### config.mk
export PLATFORM = sky130hd
export DESIGN_NAME = joystick_calibrate_deadzone
export DESIGN_NICKNAME = d
export VERILOG_FILES = /design/src/hw/rtl/jcd_pkg.sv /design/src/hw/rtl/joystick_calibrate_deadzone.sv
export SDC_FILE = /design/constraint.sdc
export NUM_CORES = 1
export LEC_CHECK = 0
export ABC_AREA = 1
export BUFFER_PORTS_ARGS = -buffer_cell sky130_fd_sc_hd__buf_2
export CORE_MARGIN = 2
export CORE_UTILIZATION = 58
export CTS_BUF_LIST = sky130_fd_sc_hd__clkbuf_2
export DETAILED_ROUTE_END_ITERATION = 7
export GPL_TIMING_DRIVEN = 0
export PLACE_DENSITY = 0.88
export SYNTH_ARGS = -nofsm -noshare
export SYNTH_HDL_FRONTEND = slang
export SYNTH_SLANG_ARGS = --single-unit
### constraint.sdc
create_clock -name clk_i -period 4.23 [get_ports clk_i]
set_input_delay 1.0575 -clock clk_i [delete_from_list [all_inputs] [get_ports clk_i]]
set_output_delay 1.0575 -clock clk_i [all_outputs]
set_load 0.02 [all_outputs]
### src/hw/rtl/jcd_pkg.sv
// Shared types, widths and the per-axis conditioning function for the joystick block.
`default_nettype none

package jcd_pkg;

  localparam int unsigned SAMPLE_W = 11;  // converter reading, top bit flags out of range
  localparam int unsigned VALUE_W  = 10;  // conditioned position and register width
  localparam int unsigned OFFSET_W = 12;  // signed offset, mean minus center
  localparam int unsigned DIFF_W   = 13;  // signed working width of the axis math
  localparam int unsigned BTN_W    = 4;
  localparam int unsigned CFG_IDX_W = 2;

  localparam logic [VALUE_W-1:0] VALUE_MAX = {VALUE_W{1'b1}};

  typedef enum logic [CFG_IDX_W-1:0] {
    REG_CENTER_X = 2'd0,
    REG_CENTER_Y = 2'd1,
    REG_DEADZONE = 2'd2
  } cfg_reg_e;

  // Calibration state in force for one axis.
  typedef struct packed {
    logic signed [OFFSET_W-1:0] offset;
    logic [VALUE_W-1:0]         center;
  } axis_cal_t;

  // Out-of-range sample gives the center; uncalibrated passes the raw code;
  // otherwise remove the offset, snap inside the deadzone, clamp to the code range.
  function automatic logic [VALUE_W-1:0] cond_axis(
    input logic [SAMPLE_W-1:0] sample,
    input axis_cal_t           cal,
    input logic [VALUE_W-1:0]  dz,
    input logic                cal_valid
  );
    logic signed [DIFF_W-1:0] v;
    logic signed [DIFF_W-1:0] d;
    logic [DIFF_W-1:0]        mag;
    logic [VALUE_W-1:0]       res;
    v   = $signed({2'b00, sample}) - $signed({cal.offset[OFFSET_W-1], cal.offset});
    d   = v - $signed({3'b000, cal.center});
    mag = d[DIFF_W-1] ? DIFF_W'(-d) : DIFF_W'(d);
    if (sample[SAMPLE_W-1]) begin
      res = cal.center;
    end else if (!cal_valid) begin
      res = sample[VALUE_W-1:0];
    end else if (mag < {3'b000, dz}) begin
      res = cal.center;
    end else if (v[DIFF_W-1]) begin
      res = '0;
    end else if (v[DIFF_W-2:VALUE_W] != '0) begin
      res = VALUE_MAX;
    end else begin
      res = v[VALUE_W-1:0];
    end
    return res;
  endfunction

endpackage

`default_nettype wire

### src/hw/rtl/joystick_calibrate_deadzone.sv
// Joystick conditioning: offset calibration, deadzone snap and clamp, button decode.
//
//  channel  | handshake                 | payload
//  ---------+---------------------------+------------------------------------------------
//  in       | in_valid_i / in_stall_o   | func_i, x_sample_i, y_sample_i, button_levels_i
//  out      | out_valid_o / out_stall_i | x_value_o, y_value_o, button_pressed_o,
//           |                           | both_in_range_o, calibrated_o, calibration_done_o
//  cfg      | cfg_we_i (no wait)        | cfg_index_i, cfg_data_i
//
// One item per cycle unless the output stalls; the item is conditioned combinationally
// and lands in the result register on the edge that accepts it.
// The input is stalled only when the result register is full and its item is stalled;
// a result that is being taken frees the register for the next item in the same edge.
// Reset clears the run sums, sample count, offsets and the calibrated flag and
// loads the register defaults; there is no clearing pass.
// The completing calibration item forms its mean with a reciprocal multiply.
`default_nettype none

module joystick_calibrate_deadzone #(
  parameter int unsigned CAL_SAMPLES = 16  // samples per calibration run, 2..256
) (
  input  wire logic                             clk_i,
  input  wire logic                             rst_ni,
  // configuration
  input  wire logic                             cfg_we_i,
  input  wire logic [jcd_pkg::CFG_IDX_W-1:0]    cfg_index_i,
  input  wire logic [jcd_pkg::VALUE_W-1:0]      cfg_data_i,
  // input items
  input  wire logic                             in_valid_i,
  output logic                                  in_stall_o,
  input  wire logic                             func_i,
  input  wire logic [jcd_pkg::SAMPLE_W-1:0]     x_sample_i,
  input  wire logic [jcd_pkg::SAMPLE_W-1:0]     y_sample_i,
  input  wire logic [jcd_pkg::BTN_W-1:0]        button_levels_i,
  // result items
  output logic                                  out_valid_o,
  input  wire logic                             out_stall_i,
  output logic [jcd_pkg::VALUE_W-1:0]           x_value_o,
  output logic [jcd_pkg::VALUE_W-1:0]           y_value_o,
  output logic                                  button_pressed_o,
  output logic                                  both_in_range_o,
  output logic                                  calibrated_o,
  output logic                                  calibration_done_o
);
  import jcd_pkg::*;

  // Run sum holds up to CAL_SAMPLES readings of 2047.
  localparam int unsigned CNT_W  = $clog2(CAL_SAMPLES);
  localparam int unsigned SUM_W  = SAMPLE_W + CNT_W;
  // floor(sum / N) == (sum * RECIP) >> SHIFT for every sum below 2^SUM_W.
  localparam int unsigned SHIFT  = SUM_W + CNT_W;
  localparam int unsigned RCP_W  = SUM_W + 1;
  localparam int unsigned PROD_W = SUM_W + RCP_W;
  localparam longint unsigned RECIP_L =
    ((64'd1 << SHIFT) + 64'(CAL_SAMPLES) - 64'd1) / 64'(CAL_SAMPLES);
  localparam logic [RCP_W-1:0] RECIP = RECIP_L[RCP_W-1:0];
  localparam logic [CNT_W-1:0] CNT_LAST = CNT_W'(CAL_SAMPLES - 1);

  // Configuration registers.
  logic [VALUE_W-1:0] center_x_q, center_y_q, deadzone_q;

  always_ff @(posedge clk_i or negedge rst_ni) begin
    if (!rst_ni) begin
      center_x_q <= VALUE_W'(512);
      center_y_q <= VALUE_W'(512);
      deadzone_q <= VALUE_W'(32);
    end else if (cfg_we_i) begin
      case (cfg_reg_e'(cfg_index_i))
        REG_CENTER_X: center_x_q <= cfg_data_i;
        REG_CENTER_Y: center_y_q <= cfg_data_i;
        REG_DEADZONE: deadzone_q <= cfg_data_i;
        default: ;  // unused index, write dropped
      endcase
    end
  end

  // Handshake: result register frees when empty or drained this edge.
  logic in_acc, out_free;
  assign out_free   = !out_valid_o || !out_stall_i;
  assign in_stall_o = !out_free;
  assign in_acc     = in_valid_i && out_free;

  // Calibration state.
  logic [SUM_W-1:0]           sum_x_q, sum_y_q;
  logic [CNT_W-1:0]           cal_cnt_q;
  logic signed [OFFSET_W-1:0] off_x_q, off_y_q;
  logic                       cal_flag_q;

  logic [SUM_W-1:0]           sum_x_d, sum_y_d;
  logic [PROD_W-1:0]          prod_x, prod_y;
  logic [SAMPLE_W-1:0]        mean_x, mean_y;
  logic signed [OFFSET_W-1:0] off_x_d, off_y_d;
  logic                       cal_last;

  assign sum_x_d  = sum_x_q + SUM_W'(x_sample_i);
  assign sum_y_d  = sum_y_q + SUM_W'(y_sample_i);
  assign prod_x   = PROD_W'(sum_x_d) * PROD_W'(RECIP);
  assign prod_y   = PROD_W'(sum_y_d) * PROD_W'(RECIP);
  assign mean_x   = prod_x[SHIFT +: SAMPLE_W];
  assign mean_y   = prod_y[SHIFT +: SAMPLE_W];
  assign off_x_d  = $signed({1'b0, mean_x}) - $signed({2'b00, center_x_q});
  assign off_y_d  = $signed({1'b0, mean_y}) - $signed({2'b00, center_y_q});
  assign cal_last = func_i && (cal_cnt_q == CNT_LAST);

  always_ff @(posedge clk_i or negedge rst_ni) begin
    if (!rst_ni) begin
      sum_x_q    <= '0;
      sum_y_q    <= '0;
      cal_cnt_q  <= '0;
      off_x_q    <= '0;
      off_y_q    <= '0;
      cal_flag_q <= 1'b0;
    end else if (in_acc && func_i) begin
      if (cal_last) begin
        // run complete: latch offsets, restart accumulation
        off_x_q    <= off_x_d;
        off_y_q    <= off_y_d;
        cal_flag_q <= 1'b1;
        sum_x_q    <= '0;
        sum_y_q    <= '0;
        cal_cnt_q  <= '0;
      end else begin
        sum_x_q   <= sum_x_d;
        sum_y_q   <= sum_y_d;
        cal_cnt_q <= cal_cnt_q + CNT_W'(1);
      end
    end
  end

  // Per-axis conditioning uses the offsets and flag in force before this item.
  axis_cal_t cal_x, cal_y;
  assign cal_x = '{offset: off_x_q, center: center_x_q};
  assign cal_y = '{offset: off_y_q, center: center_y_q};

  // Result register.
  always_ff @(posedge clk_i or negedge rst_ni) begin
    if (!rst_ni) begin
      out_valid_o <= 1'b0;
    end else if (out_free) begin
      out_valid_o <= in_valid_i;
    end
  end

  always_ff @(posedge clk_i) begin
    if (in_acc) begin
      x_value_o          <= cond_axis(x_sample_i, cal_x, deadzone_q, cal_flag_q);
      y_value_o          <= cond_axis(y_sample_i, cal_y, deadzone_q, cal_flag_q);
      button_pressed_o   <= (button_levels_i == '0);
      both_in_range_o    <= !x_sample_i[SAMPLE_W-1] && !y_sample_i[SAMPLE_W-1];
      calibrated_o       <= cal_flag_q || cal_last;
      calibration_done_o <= cal_last;
    end
  end

  // Checks.
  a_done_implies_cal: assert property (@(posedge clk_i) disable iff (!rst_ni)
    out_valid_o && calibration_done_o |-> calibrated_o)
    else $error("completing item reported without calibrated flag");

  a_run_wraps: assert property (@(posedge clk_i) disable iff (!rst_ni)
    in_acc && cal_last |=> (cal_cnt_q == '0) && cal_flag_q && (sum_x_q == '0))
    else $error("calibration run did not close");

  a_flag_sticky: assert property (@(posedge clk_i) disable iff (!rst_ni)
    !$fell(cal_flag_q))
    else $error("calibrated flag dropped");

  a_state_holds: assert property (@(posedge clk_i) disable iff (!rst_ni)
    !(in_acc && func_i) |=> $stable(cal_cnt_q) && $stable(off_x_q) && $stable(off_y_q))
    else $error("calibration state moved without a calibration item");

endmodule

`default_nettype wire
### After elaboration in Yosys (flattened, before gate mapping)

Cells that the tools add are included.

| storage, ports and cells | value |
|---|---|
| register bits after elaboration | 114 |
| latch bits | 0 |
| memory bits (writable) | 0 |
| memory bits (read-only) | 0 |
| input bits | 44 |
| logic and storage cells | 66 |
| memories | 0 |

| operators by class | value |
|---|---|
| add/subtract/negate cells | 11 |
| $mul | 0 |
| div/mod/pow operators | 0 |
| order comparisons | 2 |
| equality and inequality tests | 3 |
| shift-type cells | 0 |
| muxes and demuxes | 15 |
| bitwise gates (word level) | 0 |
| reductions and logical operators | 19 |

Operators with widths:

| kind | count |
|---|---|
| $mux W10 | 10 |
| $add A15 B11 Y15 | 2 |
| $mux W15 | 2 |
| $lt A13 B10 Y1 | 2 |
| $mux W13 | 2 |
| $neg A13 Y13 | 2 |
| $sub A12 B12 Y13 | 2 |
| $sub A13 B11 Y13 | 2 |
| $sub A11 B10 Y12 | 2 |
| $reduce_and A2 Y1 | 4 |
| $logic_not A1 Y1 | 5 |
| $add A4 B1 Y4 const B | 1 |
| $eq A4 B4 Y1 const B | 1 |
| $logic_and A1 B1 Y1 | 4 |
| $logic_not A4 Y1 | 1 |
| $mux W4 | 1 |
| $reduce_bool A2 Y1 | 2 |
| $eq A2 B1 Y1 const B | 1 |
| $eq A2 B2 Y1 const B | 1 |
| $logic_not A2 Y1 | 1 |
| $logic_or A1 B1 Y1 | 2 |

### Logic depth before layout (Yosys ltp)

| depth | value |
|---|---|
| word-level depth | 8 |
| mapped depth | 36 |

### Least setup slack after synthesis

Ideal clock, no wire load.

| timing | value |
|---|---|
| path kind | input port to flip-flop |
| start point | input y_sample_i[2] (netlist bit) |
| end point | register y_value_o[1] (netlist bit) (data pin) |
| library setup time | 0.257 ns |
| arrival | 5.102 ns |
| setup slack | -1.130 ns |
| cell stages on the path | 34 |
| path through | ha_1 -> a21oi_1 -> nand2_1 -> a21oi_1 -> o21ai_0 -> nand3_1 -> nand2_1 -> xor2_1 -> ha_1 -> inv_1 -> o21ai_0 -> a21oi_1 -> nand2_1 -> nor2_1 -> nand2_4 -> o21ai_4 -> inv_4 -> nor2_1 -> xnor2_1 -> inv_1 -> ha_1 -> nand2_1 -> inv_1 -> nand3_1 -> a21oi_1 -> o21ai_0 -> o211ai_1 -> a21oi_1 -> nand2_1 -> nor2_2 -> buf_6 -> nand4_1 -> nand3_1 -> a21oi_2 |

| between the ends | value |
|---|---|
| longest elaborated chain between the ends | 8 |
| elaborated cells between the ends (all ways) | 11 |
| classes of those cells | 3 x add/sub; 1 x order compare; 6 x mux; 1 x reduce/logical |

Ends and longest elaborated chain:

| what | RTL line | text |
|---|---|---|
| from (decl) | joystick_calibrate_deadzone.sv:33 | `input wire logic [jcd_pkg::SAMPLE_W-1:0] y_sample_i,` |
| $sub A12 B12 Y13 (*) | jcd_pkg.sv:39 | `v = $signed({2'b00, sample}) - $signed({cal.offset[OFFSET_W-1], cal.offset});` |
| $sub A13 B11 Y13 | jcd_pkg.sv:40 | `d = v - $signed({3'b000, cal.center});` |
| $neg A13 Y13 | jcd_pkg.sv:41 | `mag = d[DIFF_W-1] ? DIFF_W'(-d) : DIFF_W'(d);` |
| $mux W13 | jcd_pkg.sv:41 |  |
| $lt A13 B10 Y1 | jcd_pkg.sv:46 | `end else if (mag < {3'b000, dz}) begin` |
| $mux W10 (*) | jcd_pkg.sv:46 |  |
| $mux W10 (*) | jcd_pkg.sv:44 | `end else if (!cal_valid) begin` |
| $mux W10 (*) | jcd_pkg.sv:42 | `if (sample[SAMPLE_W-1]) begin` |
| to (signal assigned) | joystick_calibrate_deadzone.sv:147 | `y_value_o <= cond_axis(y_sample_i, cal_y, deadzone_q, cal_flag_q);` |
| to (decl) | joystick_calibrate_deadzone.sv:39 | `output logic [jcd_pkg::VALUE_W-1:0] y_value_o,` |

Mark *: on every way between the ends. The rest lies on a longest branch, timed or not.
A chain may end at the register's enable or synchronous reset.

### Final worst setup path

| timing | value |
|---|---|
| start point | register off_y_q[2] |
| end point | register y_value_o[2] (netlist bit) (data pin) |

| between the ends | value |
|---|---|
| longest elaborated chain between the ends | 8 |
| elaborated cells between the ends (all ways) | 11 |
| classes of those cells | 3 x add/sub; 1 x order compare; 6 x mux; 1 x reduce/logical |

Ends and longest elaborated chain:

| what | RTL line | text |
|---|---|---|
| from (decl) | joystick_calibrate_deadzone.sv:86 | `logic signed [OFFSET_W-1:0] off_x_q, off_y_q;` |
| from (signal assigned) | joystick_calibrate_deadzone.sv:117 | `off_y_q <= off_y_d;` |
| $sub A12 B12 Y13 (*) | jcd_pkg.sv:39 |  |
| $sub A13 B11 Y13 | jcd_pkg.sv:40 |  |
| $neg A13 Y13 | jcd_pkg.sv:41 |  |
| $mux W13 | jcd_pkg.sv:41 |  |
| $lt A13 B10 Y1 | jcd_pkg.sv:46 |  |
| $mux W10 (*) | jcd_pkg.sv:46 |  |
| $mux W10 (*) | jcd_pkg.sv:44 |  |
| $mux W10 (*) | jcd_pkg.sv:42 |  |

Marks and branches as above.

==> metrics.csv <==
metric,value,unit
synth_fp_nets,1573,
setup_viol,20,
ys_seq_area_share,29.0,%
met3_usage,5.30,%
syn_area,10300,sq um
grtUsageMet1,41.2,%
cts_max_path_buffers,2,
ys.flop_type,dfrtp_1,
slowest_stage,dfrtp_1,
finalNetCount,1710,
cp.arrival,5.68,ns
syn_avg_cell_area,7.24,sq um
core,17300,sq um
hp-class,in2async,
dp_hpwl,21.9,mm
synth-edff-count,24,
synth_cells,1416,
placed_cell_area,11000,sq um
remaining_drc_errors,0,
fill_cells,1288,
ios,70,
die_w,137,um
area_growth,19.6,%
worstSetupPathType,reg2reg,
ant_nets,0,
clkSlewWorstSetupHoldPaths,0.19,ns
port-buffer-count,69,
grtUsageMet2,52.5,%
post-route-util,70.9,%
first_global_vias,9725,
critPathMaxStageDelay,0.42,ns
grt_remaining_overflow,0,
vias,10500,
finClkSkew,0.0286,ns
crit_fanout,5,
cts-root-buf,clkbuf_2,
finalMaxSlewViolations,0,
drv_cap,0,
grtUsageTotal,32.0,%
yosysUniqueCellTypes,49,
cts_hold_buf,0,
synth-seq-cells,114,
design_area,12300,sq um
antenna_found_initial,2,
finalHoldViolCount,0,
violations,negative setup slack,
start_kind,flop,
final_common_cell,nand2_1,
grt_max_degree,50,
drive_gt1_share,22.1,%
grt_pass1_wl,46.6,mm
routed_via_density,5.86,
num_rows,48,
finalCritPeriodShare,120,%
grt.busiest_layer,met2,
min_period,5.08,ns
status,"finished, violations left",
async_flop_share,78.9,%
htreeDepth,4,
finalWirelength,30.1,mm
clk_latency,0.75,ns
rsz0062_at_grt,yes,
yosysWarnings,0,
cp_data_required_time,4.83,ns
cts_sinks,114,
maxSlewHeadroom,34.7,%
holdWs,0.277,ns
gp_congestion,0.938,
cts_buffers,17,
initial_core_util,59.3,%
die_height,137,um
worst_pin_slew,0.977,ns
fmax,197,MHz
endpoint_kind,flop,
fp.dieArea,18800,sq um
cts_tree,built,
final_cell_mix,"nand2_1 (318), inv_1 (193), o21ai_0 (97)",
finalWorstSetupSlack,-0.854,ns
drt_iter0_markers,1145,
firstDrtPassIters,7,
wl_per_cell,16.8,um
Yosys cell counts (all sizes together), types with 2 or more instances:
cell type | n | share of area [%]
nand2 | 359 | 14
inv | 211 | 7.7
a21oi | 111 | 6.4
o21ai | 111 | 5.9
ha | 105 | 13
nand3 | 104 | 5.5
nor2 | 103 | 3.9
dfrtp | 87 | 21
xor2 | 42 | 3.6
nand4 | 37 | 2.3
edfxtp | 24 | 7.0
xnor2 | 22 | 1.9
clkbuf | 18 | 0.66
buf | 13 | 0.89
a22o | 11 | 0.94
o21bai | 9 | 0.66
fa | 8 | 1.6
o22ai | 8 | 0.49
nor3 | 5 | 0.34
and2 | 4 | 0.27
dfstp | 3 | 0.77
nand3b | 3 | 0.22
or2 | 3 | 0.18
a211oi | 2 | 0.15
a31oi | 2 | 0.12
clkinv | 2 | 0.073
o2111ai | 2 | 0.17
o211ai | 2 | 0.15
worst paths after layout:
check,startpoint,end,slack (ns),depth (start not counted)
max in group asynchronous,rst_ni,deadzone_q[5],3.23,2
hold reg to reg,off_y_q[8],off_y_q[8],0.52,2
min in group clk_i,out_stall_i,out_valid_o,0.51,3
setup / recovery,off_y_q[2],y_value_o[2],-0.85,35
hold / removal,rst_ni,sum_y_q[3],0.28,1
setup reg to reg,off_y_q[2],y_value_o[2],-0.85,35
through the flow:
stage | setup TNS (ns) | setup slack [ns] | cells
CTS | -11.54 | -0.645 | 1783
global placement | -93.99 | -1.57 | 1710
global route | -18.71 | -1.06 | 1792
floorplan | -16.23 | -0.859 | 1416
detailed placement | -34.74 | -1.78 | 1711
finish | -14.73 | -0.854 | 1792
layout make-up:
type	instances	area, sq um	area share, %
multi-input combinational	1060	7050	57.5
sequential	114	2980	24.3
inverter	213	807	6.58
timing repair buffer	116	759	6.19
tap	225	282	2.29
buffer	31	163	1.33
clock inverter	15	141	1.15
clock buffer	17	85.1	0.693
antenna	1	2.50	0.0204
routing by layer:
| metal | share of wire [%] | routed length, um |
|---|---|---|
| met2 | 47 | 14100 |
| met3 | 8.3 | 2490 |
| met5 | 0.043 | 13 |
| met4 | 4.3 | 1290 |
| met1 | 41 | 12200 |
cell families (layout without fill, tap and decap cells):
family	Yosys count	in the layout	share of synthesized area, %
other	0	1	0
buffers and inverters	244	392	9.37
adder cells (fa/ha/maj)	113	113	14.4
flip-flops	114	114	29.0
AO/OA/AOI/OAI	262	262	15.3
XOR/XNOR	64	64	5.47
AND/OR/NAND/NOR	619	621	26.5
state kept, by name, indices dropped and copies added, names as in the netlist, 4 cells and up:
signal,flops
center_y_q,10
center_x_q,10
deadzone_q,10
sum_x_q,15
x_value_o,10
y_value_o,10
off_x_q,12
off_y_q,12
sum_y_q,15
cal_cnt_q,4
timing repair:
| action | in CTS | in global routing |
|---|---|---|
| resized for setup | 67 | 64 |
| setup buffers | 36 | 8 |
| endpoints found under the setup margin | 20 | 21 |
| cloned | 4 | 0 |
| pin swaps | 63 | 55 |
worst max-delay path, delay by kind of cell (launching register included):
kind | cells | cell delay [ns]
simple gates | 14 | 1.40
flops | 1 | 0.42
compound gates | 11 | 1.62
buf+inv | 5 | 0.35
fa+ha+maj | 3 | 0.79
xor+xnor | 2 | 0.35
Power is left out: the tool's default activity adds up to more than one toggle a clock period on the data nets, which glitch-free logic cannot reach.
